### src/rtl/i2cb_pkg.sv
// Shared types and constants for the I2C master bit engine.
package i2cb_pkg;

   // Command codes as seen on the request mode field
   localparam logic [2:0] MODE_TICK  = 3'd0;
   localparam logic [2:0] MODE_START = 3'd1;
   localparam logic [2:0] MODE_STOP  = 3'd2;
   localparam logic [2:0] MODE_WRITE = 3'd3;
   localparam logic [2:0] MODE_READ  = 3'd4;
   localparam logic [2:0] MODE_ACK   = 3'd5;

   localparam int unsigned QDEPTH  = 2;
   localparam int unsigned QPTR_W  = (QDEPTH > 1) ? $clog2(QDEPTH) : 1;
   localparam int unsigned QCNT_W  = $clog2(QDEPTH + 1);

   localparam logic [3:0] BITS_PER_BYTE = 4'd8;

   typedef enum logic [2:0] {
      CMD_NONE  = 3'd0,
      CMD_START = 3'd1,
      CMD_STOP  = 3'd2,
      CMD_WRITE = 3'd3,
      CMD_READ  = 3'd4,
      CMD_ACK   = 3'd5
   } cmd_type;

   // Classified tick word handed from the front end to the sequencer
   typedef struct packed {
      cmd_type    cmd;
      logic [7:0] tx_byte;
      logic       ack_bit;
      logic       sda_in;
      logic       scl_in;
   } item_type;

   // Result word for one tick
   typedef struct packed {
      logic       scl_drive;
      logic       sda_drive;
      logic       busy_res;
      logic       done_res;
      logic       ok_flag;
      logic [7:0] read_byte;
   } rsp_type;

endpackage

### src/rtl/i2cb_front.sv
// Front end: accepts tick words, decodes the mode and queues them for the sequencer.
module i2cb_front import i2cb_pkg::*; (
   input  logic       clock,
   input  logic       reset,
   input  logic       push,
   output logic       full,
   input  logic [2:0] mode,
   input  logic [7:0] tx_byte,
   input  logic       ack_bit,
   input  logic       sda_in,
   input  logic       scl_in,
   output logic       item_valid,
   output item_type   item,
   input  logic       item_take
);

   item_type              slot_ff [QDEPTH];
   logic [QPTR_W-1:0]     wr_ptr_ff, wr_ptr_in;
   logic [QPTR_W-1:0]     rd_ptr_ff, rd_ptr_in;
   logic [QCNT_W-1:0]     count_ff, count_in;
   item_type              decoded;
   logic                  do_push, do_pop;

   // Map raw mode to a command; unused codes become plain ticks
   always_comb begin
      decoded.tx_byte = tx_byte;
      decoded.ack_bit = ack_bit;
      decoded.sda_in  = sda_in;
      decoded.scl_in  = scl_in;
      case (mode)
         MODE_START: decoded.cmd = CMD_START;
         MODE_STOP:  decoded.cmd = CMD_STOP;
         MODE_WRITE: decoded.cmd = CMD_WRITE;
         MODE_READ:  decoded.cmd = CMD_READ;
         MODE_ACK:   decoded.cmd = CMD_ACK;
         default:    decoded.cmd = CMD_NONE;
      endcase
   end

   assign full       = (count_ff == QCNT_W'(QDEPTH));
   assign item_valid = (count_ff != '0);
   assign item       = slot_ff[rd_ptr_ff];
   assign do_push    = push & ~full;
   assign do_pop     = item_take & item_valid;

   always_comb begin
      wr_ptr_in = wr_ptr_ff;
      rd_ptr_in = rd_ptr_ff;
      count_in  = count_ff;
      if (do_push) begin
         wr_ptr_in = (wr_ptr_ff == QPTR_W'(QDEPTH - 1)) ? '0 : wr_ptr_ff + 1'b1;
      end
      if (do_pop) begin
         rd_ptr_in = (rd_ptr_ff == QPTR_W'(QDEPTH - 1)) ? '0 : rd_ptr_ff + 1'b1;
      end
      if (do_push && !do_pop) begin
         count_in = count_ff + 1'b1;
      end else if (do_pop && !do_push) begin
         count_in = count_ff - 1'b1;
      end
   end

   always_ff @(posedge clock) begin
      if (reset) begin
         wr_ptr_ff <= '0;
         rd_ptr_ff <= '0;
         count_ff  <= '0;
      end else begin
         wr_ptr_ff <= wr_ptr_in;
         rd_ptr_ff <= rd_ptr_in;
         count_ff  <= count_in;
      end
   end

   always_ff @(posedge clock) begin
      if (do_push) begin
         slot_ff[wr_ptr_ff] <= decoded;
      end
   end

endmodule

### src/rtl/i2cb_seq.sv
// Back end: the bit sequencer, one phase per tick word.
module i2cb_seq import i2cb_pkg::*; (
   input  logic     clock,
   input  logic     reset,
   input  logic     item_valid,
   input  item_type item,
   output logic     item_take,
   input  logic     out_room,
   output logic     rsp_valid,
   output rsp_type  rsp
);

   typedef enum logic [2:0] {
      PH_IDLE  = 3'd0,
      PH_ONE   = 3'd1,
      PH_TWO   = 3'd2,
      PH_THREE = 3'd3,
      PH_FOUR  = 3'd4,
      PH_FIVE  = 3'd5
   } phase_type;

   phase_type  phase_ff, phase_in;
   cmd_type    cmd_ff, cmd_in;
   logic [3:0] bit_count_ff, bit_count_in;
   logic [7:0] shift_ff, shift_in;
   logic       status_ff, status_in;
   logic       scl_ff, scl_in;
   logic       sda_ff, sda_in;
   logic [7:0] rx_hold_ff, rx_hold_in;
   logic [3:0] bit_count_inc;
   logic       finish, busy, done;

   assign item_take     = item_valid & out_room;
   assign rsp_valid     = item_take;
   assign bit_count_inc = bit_count_ff + 1'b1;

   always_comb begin
      phase_in     = phase_ff;
      cmd_in       = cmd_ff;
      bit_count_in = bit_count_ff;
      shift_in     = shift_ff;
      status_in    = status_ff;
      scl_in       = scl_ff;
      sda_in       = sda_ff;
      rx_hold_in   = rx_hold_ff;
      finish       = 1'b0;
      busy         = 1'b0;
      done         = 1'b0;

      if (phase_ff == PH_IDLE) begin
         if (item.cmd != CMD_NONE) begin
            status_in = 1'b1;
            cmd_in    = item.cmd;
            phase_in  = PH_ONE;
            busy      = 1'b1;
            case (item.cmd)
               CMD_START: begin
                  sda_in = 1'b1;
                  scl_in = 1'b1;
               end
               CMD_STOP: begin
                  sda_in = 1'b0;
                  scl_in = 1'b1;
               end
               CMD_WRITE: begin
                  sda_in       = item.tx_byte[7];
                  shift_in     = {item.tx_byte[6:0], 1'b0};
                  bit_count_in = 4'd1;
               end
               CMD_READ: begin
                  sda_in       = 1'b1;
                  scl_in       = 1'b0;
                  shift_in     = '0;
                  bit_count_in = '0;
               end
               default: begin
                  scl_in = 1'b0;
                  sda_in = ~item.ack_bit;
               end
            endcase
         end
      end else begin
         case (cmd_ff)
            CMD_START: begin
               if (phase_ff == PH_ONE) begin
                  if (!item.sda_in) begin
                     status_in = 1'b0;
                     finish    = 1'b1;
                  end else begin
                     sda_in   = 1'b0;
                     phase_in = PH_TWO;
                  end
               end else begin
                  scl_in    = 1'b0;
                  status_in = 1'b1;
                  finish    = 1'b1;
               end
            end
            CMD_STOP: begin
               // hold while the slave stretches the clock
               if (phase_ff == PH_ONE) begin
                  if (item.scl_in) begin
                     sda_in   = 1'b1;
                     phase_in = PH_TWO;
                  end
               end else begin
                  finish = 1'b1;
               end
            end
            CMD_WRITE: begin
               case (phase_ff)
                  PH_ONE: begin
                     scl_in   = 1'b1;
                     phase_in = PH_TWO;
                  end
                  PH_TWO: begin
                     scl_in = 1'b0;
                     if (bit_count_ff < BITS_PER_BYTE) begin
                        sda_in       = shift_ff[7];
                        shift_in     = {shift_ff[6:0], 1'b0};
                        bit_count_in = bit_count_inc;
                        phase_in     = PH_ONE;
                     end else begin
                        sda_in   = 1'b1;
                        phase_in = PH_THREE;
                     end
                  end
                  PH_THREE: begin
                     scl_in   = 1'b1;
                     phase_in = PH_FOUR;
                  end
                  PH_FOUR: begin
                     status_in = ~item.sda_in;
                     scl_in    = 1'b0;
                     phase_in  = PH_FIVE;
                  end
                  default: finish = 1'b1;
               endcase
            end
            CMD_READ: begin
               if (phase_ff == PH_ONE) begin
                  scl_in   = 1'b1;
                  phase_in = PH_TWO;
               end else begin
                  shift_in     = {shift_ff[6:0], item.sda_in};
                  bit_count_in = bit_count_inc;
                  scl_in       = 1'b0;
                  if (bit_count_inc >= BITS_PER_BYTE) begin
                     rx_hold_in = shift_in;
                     finish     = 1'b1;
                  end else begin
                     phase_in = PH_ONE;
                  end
               end
            end
            CMD_ACK: begin
               case (phase_ff)
                  PH_ONE: begin
                     scl_in   = 1'b1;
                     phase_in = PH_TWO;
                  end
                  PH_TWO: begin
                     scl_in   = 1'b0;
                     phase_in = PH_THREE;
                  end
                  default: begin
                     sda_in = 1'b1;
                     finish = 1'b1;
                  end
               endcase
            end
            default: finish = 1'b1;
         endcase

         if (finish) begin
            phase_in = PH_IDLE;
            cmd_in   = CMD_NONE;
            done     = 1'b1;
         end else begin
            busy = 1'b1;
         end
      end

      rsp.scl_drive = scl_in;
      rsp.sda_drive = sda_in;
      rsp.busy_res  = busy;
      rsp.done_res  = done;
      rsp.ok_flag   = status_in;
      rsp.read_byte = rx_hold_in;
   end

   always_ff @(posedge clock) begin
      if (reset) begin
         phase_ff     <= PH_IDLE;
         cmd_ff       <= CMD_NONE;
         bit_count_ff <= '0;
         shift_ff     <= '0;
         status_ff    <= 1'b1;
         scl_ff       <= 1'b1;
         sda_ff       <= 1'b1;
         rx_hold_ff   <= '0;
      end else if (item_take) begin
         phase_ff     <= phase_in;
         cmd_ff       <= cmd_in;
         bit_count_ff <= bit_count_in;
         shift_ff     <= shift_in;
         status_ff    <= status_in;
         scl_ff       <= scl_in;
         sda_ff       <= sda_in;
         rx_hold_ff   <= rx_hold_in;
      end
   end

endmodule

### src/rtl/i2cb_outq.sv
// Result queue between the sequencer and the result channel.
module i2cb_outq import i2cb_pkg::*; (
   input  logic    clock,
   input  logic    reset,
   input  logic    wr_valid,
   input  rsp_type wr_data,
   output logic    wr_room,
   input  logic    pop,
   output logic    empty,
   output rsp_type head
);

   rsp_type           slot_ff [QDEPTH];
   logic [QPTR_W-1:0] wr_ptr_ff, wr_ptr_in;
   logic [QPTR_W-1:0] rd_ptr_ff, rd_ptr_in;
   logic [QCNT_W-1:0] count_ff, count_in;
   logic              do_push, do_pop;

   assign wr_room = (count_ff != QCNT_W'(QDEPTH));
   assign empty   = (count_ff == '0);
   assign head    = slot_ff[rd_ptr_ff];
   assign do_push = wr_valid & wr_room;
   assign do_pop  = pop & ~empty;

   always_comb begin
      wr_ptr_in = wr_ptr_ff;
      rd_ptr_in = rd_ptr_ff;
      count_in  = count_ff;
      if (do_push) begin
         wr_ptr_in = (wr_ptr_ff == QPTR_W'(QDEPTH - 1)) ? '0 : wr_ptr_ff + 1'b1;
      end
      if (do_pop) begin
         rd_ptr_in = (rd_ptr_ff == QPTR_W'(QDEPTH - 1)) ? '0 : rd_ptr_ff + 1'b1;
      end
      if (do_push && !do_pop) begin
         count_in = count_ff + 1'b1;
      end else if (do_pop && !do_push) begin
         count_in = count_ff - 1'b1;
      end
   end

   always_ff @(posedge clock) begin
      if (reset) begin
         wr_ptr_ff <= '0;
         rd_ptr_ff <= '0;
         count_ff  <= '0;
      end else begin
         wr_ptr_ff <= wr_ptr_in;
         rd_ptr_ff <= rd_ptr_in;
         count_ff  <= count_in;
      end
   end

   always_ff @(posedge clock) begin
      if (do_push) begin
         slot_ff[wr_ptr_ff] <= wr_data;
      end
   end

endmodule

### src/rtl/i2c_master_bit_engine.sv
// I2C master bit engine top level: front queue, bit sequencer and result queue.
//
// Use: each word pushed on the req_ channel is one bus delay tick. It carries
// the sampled SDA and SCL levels and, while the engine is idle, a command in
// req_mode (tick only, start, stop, write byte, read byte, send acknowledge).
// A word is taken at a rising edge with push high and full low.
// Every tick word yields exactly one result word on the rsp_ channel: the
// open-drain drives for SCL and SDA, busy, done, the ok flag and the last
// byte read. The oldest result sits on the rsp_ ports while empty is low and
// leaves at an edge with pop high.
// Path: a taken tick word is stored in the two-word front queue; the
// sequencer takes it from there when the result queue has room and writes its
// result into the two-word result queue at that edge. Throughput: one word per
// cycle while the result queue has room; the sequencer advances one phase per
// word, with its state update as the only loop.
// Stalls: when pop stays low the result queue fills, the sequencer holds its
// state, the front queue fills and full rises; no word is lost or repeated.
// Reset: synchronous, active high; queues empty, sequencer idle, both lines
// released, ok flag set, read byte cleared.
module i2c_master_bit_engine import i2cb_pkg::*; (
   input  logic       clock,
   input  logic       reset,
   // tick word channel
   input  logic       push,
   output logic       full,
   input  logic [2:0] req_mode,
   input  logic [7:0] req_tx_byte,
   input  logic       req_ack_bit,
   input  logic       req_sda_in,
   input  logic       req_scl_in,
   // result word channel
   output logic       empty,
   input  logic       pop,
   output logic       rsp_scl_drive,
   output logic       rsp_sda_drive,
   output logic       rsp_busy_res,
   output logic       rsp_done_res,
   output logic       rsp_ok_flag,
   output logic [7:0] rsp_read_byte
);

   item_type item;
   logic     item_valid;
   logic     item_take;
   logic     out_room;
   logic     seq_valid;
   rsp_type  seq_rsp;
   rsp_type  head;

   // Decode and buffer incoming tick words
   i2cb_front u_front (
      .clock      (clock),
      .reset      (reset),
      .push       (push),
      .full       (full),
      .mode       (req_mode),
      .tx_byte    (req_tx_byte),
      .ack_bit    (req_ack_bit),
      .sda_in     (req_sda_in),
      .scl_in     (req_scl_in),
      .item_valid (item_valid),
      .item       (item),
      .item_take  (item_take)
   );

   // Advance the pin sequence one phase per word, only when a result slot is free
   i2cb_seq u_seq (
      .clock      (clock),
      .reset      (reset),
      .item_valid (item_valid),
      .item       (item),
      .item_take  (item_take),
      .out_room   (out_room),
      .rsp_valid  (seq_valid),
      .rsp        (seq_rsp)
   );

   // Hold results until the receiver pops them
   i2cb_outq u_outq (
      .clock    (clock),
      .reset    (reset),
      .wr_valid (seq_valid),
      .wr_data  (seq_rsp),
      .wr_room  (out_room),
      .pop      (pop),
      .empty    (empty),
      .head     (head)
   );

   assign rsp_scl_drive = head.scl_drive;
   assign rsp_sda_drive = head.sda_drive;
   assign rsp_busy_res  = head.busy_res;
   assign rsp_done_res  = head.done_res;
   assign rsp_ok_flag   = head.ok_flag;
   assign rsp_read_byte = head.read_byte;

endmodule

### config.mk
export PLATFORM = sky130hd
export DESIGN_NAME = i2c_master_bit_engine
export DESIGN_NICKNAME = d
export VERILOG_FILES = /design/src/rtl/i2cb_pkg.sv /design/src/rtl/i2cb_front.sv /design/src/rtl/i2cb_seq.sv /design/src/rtl/i2cb_outq.sv /design/src/rtl/i2c_master_bit_engine.sv
export SDC_FILE = /design/constraint.sdc
export NUM_CORES = 1
export LEC_CHECK = 0
export BUFFER_PORTS_ARGS = -buffer_cell sky130_fd_sc_hd__buf_2
export CORE_ASPECT_RATIO = 0.6
export CORE_MARGIN = 4
export CORE_UTILIZATION = 55
export CTS_CLUSTER_DIAMETER = 120
export DETAILED_ROUTE_END_ITERATION = 10
export PLACE_DENSITY = 0.74
export SETUP_SLACK_MARGIN = 0.5
export SLEW_MARGIN = 20
export SYNTH_ARGS = -nofsm -noshare
export SYNTH_HDL_FRONTEND = slang
export SYNTH_HIERARCHICAL = 1
export SYNTH_SLANG_ARGS = --single-unit
### constraint.sdc
create_clock -name clock -period 4.6 [get_ports clock]
set_input_delay 0.92 -clock clock [delete_from_list [all_inputs] [get_ports clock]]
set_output_delay 0.92 -clock clock [all_outputs]
set_load 0.1 [all_outputs]
-- After elaboration in Yosys (flattened, before gate mapping)
Memories as Yosys holds them, arrays and structs flattened. A register that Yosys moved wholly into a read port is not among the register bits.
Index checks and enable logic that the tools add are counted.
- bitwise operators: 9
- muxes and demuxes: 90
- equality and inequality tests: 32
- order comparisons: 2
- $add $sub $neg: 9
- reductions and logical operators: 26
- operators with widths (operator ; count):
    $mux 8 ; 9
    $mux 1 ; 43
    $mux 3 ; 12
    $pmux 8 s2 ; 2
    $pmux 3 s5 ; 2
    $eq 3x2->1 const B ; 8
    $mux 4 ; 5
    $eq 3x3->1 const B ; 6
    $pmux 4 s2 ; 2
    $eq 3x1->1 const B ; 4
    $ne 4x1->1 const B ; 3
    $pmux 3 s4 ; 1
    $mux 2 ; 5
    $reduce_and 10->1 ; 1
    $reduce_or 2->1 ; 5
    $pmux 1 s2 ; 4
    $pmux 1 s4 ; 2
    $reduce_bool 2->1 ; 4
    $ne 7x3->1 const B ; 1
    $reduce_and 7->1 ; 1
    $reduce_bool 7->1 ; 1
    $ne 3x1->1 const B ; 2
    $pmux 3 s2 ; 1
    $reduce_bool 3->1 ; 2
    other kinds (23) ; 42
- memories: 2
- input port bits: 18
- register bits after elaboration: 37
- output and inout port bits: 15
- memory bits (writable): 54
- logic and storage cells: 184
- memories (memory ; words ; width ; read ports ; clocked after Yosys merged registers in ; write ports ; RTL line ; text):
    u_front.slot_ff ; 2 ; 14 ; 1 ; 1 ; 1 ; i2cb_front.sv:17 ; item_type slot_ff [QDEPTH];
    u_outq.slot_ff ; 2 ; 13 ; 1 ; 1 ; 1 ; i2cb_outq.sv:13 ; rsp_type slot_ff [QDEPTH];

-- Longest topological paths before layout
- word-level depth: 8
- gate-level depth with buffers: 9
- mapped depth without buffers: 8

-- By module
The synthesis kept the hierarchy.
- by module, submodules not included (module ; instances ; sequential area each (µm²) ; area each (µm²) ; cells each):
    i2cb_seq ; 1 ; 580.6 ; 1955.6 ; 244
    i2cb_front ; 1 ; 940.9 ; 1243.7 ; 71
    i2cb_outq ; 1 ; 880.8 ; 1159.9 ; 64

-- Least setup slack after synthesis
OpenSTA, ideal clock, no wires.
- kind: flip-flop to output port
- start point: register u_outq.count_ff[0]
- end point: output port empty
- data required time: 3.680 ns
- path slack: 2.071 ns
- arrival time: 1.609 ns
- stages on the path, launching flop included: 2
- cell sequence: dfxtp_1 nor2_1
- cells in the longest elaborated chain, start to end: 1
- RTL lines (element ; RTL line ; text):
    start: declaration ; i2cb_outq.sv:16 ; logic [QCNT_W-1:0] count_ff, count_in;
    start signal: assignment ; i2cb_outq.sv:50 ; count_ff <= count_in;
    $logic_not 2->1 ; i2cb_outq.sv:20 ; assign empty = (count_ff == '0);
    end: declaration ; i2c_master_bit_engine.sv:32 ; output logic empty,
Every way passes these cells.

==> impl_metrics.py <==
metrics = {
    "sta": {
        "period_share_pct": 59.4,
        "fin_worst_skew_ns": 0.00949,
        "finalMaxSlewViolations": 0,
        "setup_violations": 0,
        "finalHoldViolCount": 0,
        "relSlewSlack_pct": 43.4,
        "worst_pin_slew_ns": 0.845,
        "post-route-min-period_ns": 2.73,
        "rsz0062_at_grt": "false",
        "fin_setup_tns_ns": 0,
        "fmax_mhz": 366,
    },
    "worst_hold_path": {
        "holdPathEnd": "u_seq/shift_ff[7]",
        "hold_depth": 2,
        "hold_path.class": "reg2reg",
        "min-delay-start": "u_seq/shift_ff[7]",
    },
    "synthesis": {
        "ys_ff_latch": 93,
        "yosys_most_used_dff": "edfxtp_1",
        "synth_warnings": 6,
        "synthArstFlopShare_pct": 0,
        "synth_commonest_cells": "edfxtp_1 (54), dfxtp_1 (39), mux2_2 (37)",
        "synth.area.top_cells": "edfxtp_1 (37%), dfxtp_1 (18%), mux2_2 (9.6%), nor2_1 (2.8%), a21oi_1 (2.6%)",
        "synth_nets": 400,
        "netlist_instances": 379,
        "yosys.area.top_type": "edfxtp_1",
        "ys_types": 59,
        "syn_area_per_cell_um2": 11.5,
        "yosysSeqAreaShare_pct": 55.1,
        "synth_top_cell_area_share_pct": 37.2,
        "yosys.cell_count.top_type": "edfxtp_1",
        "syn-cell-area_um2": 4360,
        "synth_edf_count": 54,
    },
    "final_layout": {
        "layout-drive-gt1-share_pct": 23.1,
        "areaGrowthSynthToFinish_pct": 10.2,
        "final_cell_count_no_fill": 507,
        "stdcell_area_um2": 4800,
        "final_nets": 419,
        "n_antenna_cell": 0,
    },
    "worst_setup_path": {
        "crit_fanout": 23,
        "crit_arrival_ns": 3.00,
        "r2r_end": "u_seq/bit_count_ff[3]",
        "endpoint_kind": "register",
        "rr_worst_depth": 7,
        "reg2reg_slack_ns": 1.87,
        "worstSetupStartpointType": "register",
        "crit_required_ns": 4.87,
        "worstSetupPathType": "reg2reg",
    },
    "power_and_ir_drop": {
        "vdd.ir_drop.worst_mv": 0.391,
        "pwr-share-seq_pct": 37.5,
        "power.internal_mw": 1.88,
        "p_sw_mw": 1.51,
        "clkPwrFrac_pct": 19.9,
        "switching_share_pct": 44.6,
        "pwr-share-comb_pct": 42.6,
        "powerDensity_nw_per_um2": 706,
        "leakage_nw": 1.69,
    },
    "floorplanning": {
        "die_w_um": 123,
        "coreArea_um2": 7480,
        "die-area_um2": 9460,
        "initial_utilization_pct": 58.3,
        "top_level_ports": 33,
        "rows": 24,
        "die_y_um": 77.0,
    },
    "global_routing": {
        "track_usage_pct": 19.7,
        "grt_pass1_vias": 2851,
        "antenna_found_initial": 0,
        "grt_max_degree": 40,
        "grt-ovfl-total": 0,
        "grt_pass1_wl_um": 14400,
    },
    "drt": {
        "wl_per_cell_um": 16.8,
        "drtIter0Drc": 246,
        "ant_nets": 0,
        "routed_via_density": 5.91,
        "vias": 2995,
        "wl_um": 8520,
        "drtPass1Iterations": 5,
        "drc": 0,
    },
    "place": {
        "dp_hpwl_um": 5880,
        "dpl_cell_area_um2": 4530,
        "io_buffers": 32,
        "dp_cells": 491,
        "gp_congestion": 0.998,
    },
    "clock_tree": {
        "cts_root_buffer": "clkbuf_16",
        "cts.sink_count": 93,
        "cts_resized": 0,
        "holdBufCountCts": 0,
        "clockBufferDepth": 2,
        "numCtsBuffers": 9,
        "clock_latency_ns": 0.35,
        "cts.htree.levels": 3,
        "path_clk_slew_ns": 0.07,
        "cts_tree": "yes",
        "postCtsSetupBuffers": 0,
    },
    "run": {
        "drv_cap": 0,
    },
    "status": {
        "status": "complete, no violations",
    },
}
power by group through the flow:
stage | Sequential, mW | Clock [mW] | Combinational [mW]
floorplan | 1.19 | 0 | 1.31
detailed placement | 1.29 | 0 | 1.43
CTS | 1.27 | 0.690 | 1.44
global route | 1.29 | 0.731 | 1.55
global placement | 1.28 | 0 | 1.41
finish | 1.27 | 0.675 | 1.44
area by class of cell:
class	instances	area [um2]
Timing Repair Buffer	34	175
Tap cell	104	130
Sequential cell	93	2400
Fill cell	573	2670
Multi-Input combinational cell	245	1770
Inverter	15	56.3
Clock inverter	7	50.0
Clock buffer	9	225
stage by stage:
step,power (mW),hold slack [ns],worst slack (ns),utilization (%)
6_report,3.39,0.462,1.87,64.3
3_3_place_gp,2.69,0.448,1.96,60.6
2_1_floorplan,2.49,0.434,2.07,-
5_1_grt,3.57,0.488,1.67,64.3
3_5_place_dp,2.72,0.448,1.90,60.6
4_1_cts,3.40,0.463,1.87,64.3
layout by cell type (no fill, tap or decap), types with 7 or more instances in the layout:
master,count
buf_2,32
nand2_1,17
clkbuf_16,9
xor2_1,8
edfxtp_1,54
o21ai_0,17
a221oi_1,7
mux2_2,37
inv_1,15
mux2i_1,11
a211oi_1,10
dfxtp_1,39
a21oi_1,23
nor2_1,32
flip-flops by register name, indices dropped and copies added (netlist names), named ones only:
| name | count |
|---|---|
| u_seq/rx_hold_ff | 8 |
| u_outq/rd_ptr_ff | 1 |
| u_seq/bit_count_ff | 4 |
| u_seq/phase_ff | 3 |
| u_seq/status_ff | 1 |
| u_front/count_ff | 2 |
| u_front/slot_ff | 28 |
| u_seq/scl_ff | 1 |
| u_front/rd_ptr_ff | 1 |
| u_outq/wr_ptr_ff | 1 |
| u_front/wr_ptr_ff | 1 |
| u_seq/shift_ff | 8 |
| u_outq/slot_ff | 26 |
| u_seq/cmd_ff | 3 |
| u_outq/count_ff | 2 |
| u_seq/sda_ff | 1 |
how the worst max path moves through the flow:
stage,to,slack [ns],depth (start not counted)
final,u_seq/bit_count_ff[3],1.87,7
after global routing,u_seq/bit_count_ff[3],1.67,7
after CTS,rsp_read_byte[7],1.87,2
after detailed placement,u_seq/bit_count_ff[3],1.90,7
after global placement,u_seq/bit_count_ff[3],1.96,7
after floorplan,empty,2.07,1
metal layers:
| metal | up-vias | wire (um) | GRT usage [%] |
|---|---|---|---|
| met3 | 9 | 756 | 7.50 |
| met1 | 1423 | 3890 | 27.3 |
| met4 | 0 | 105 | 6.48 |
| met5 | - | 0 | 0 |
| li1 | 1448 | - | - |
| met2 | 115 | 3770 | 28.2 |
worst max-delay path, cell delays in order, from the launching register on:
cell and delay [ns]:
dfxtp_1 0.69, mux2_2 0.47, nor2_1 0.30, a221o_1 0.22
nand4_1 0.09, buf_4 0.23, or4b_1 0.52, a21oi_1 0.15
cells by family after synthesis:
group           synth area share, %
compound gates                 13.5
mux                            12.1
flops                          55.1
fa+ha+maj                     0.861
simple gates                   12.3
buf+inv                        4.39
xor+xnor                       1.81
Note: power is estimated with default switching activity, not from simulation.
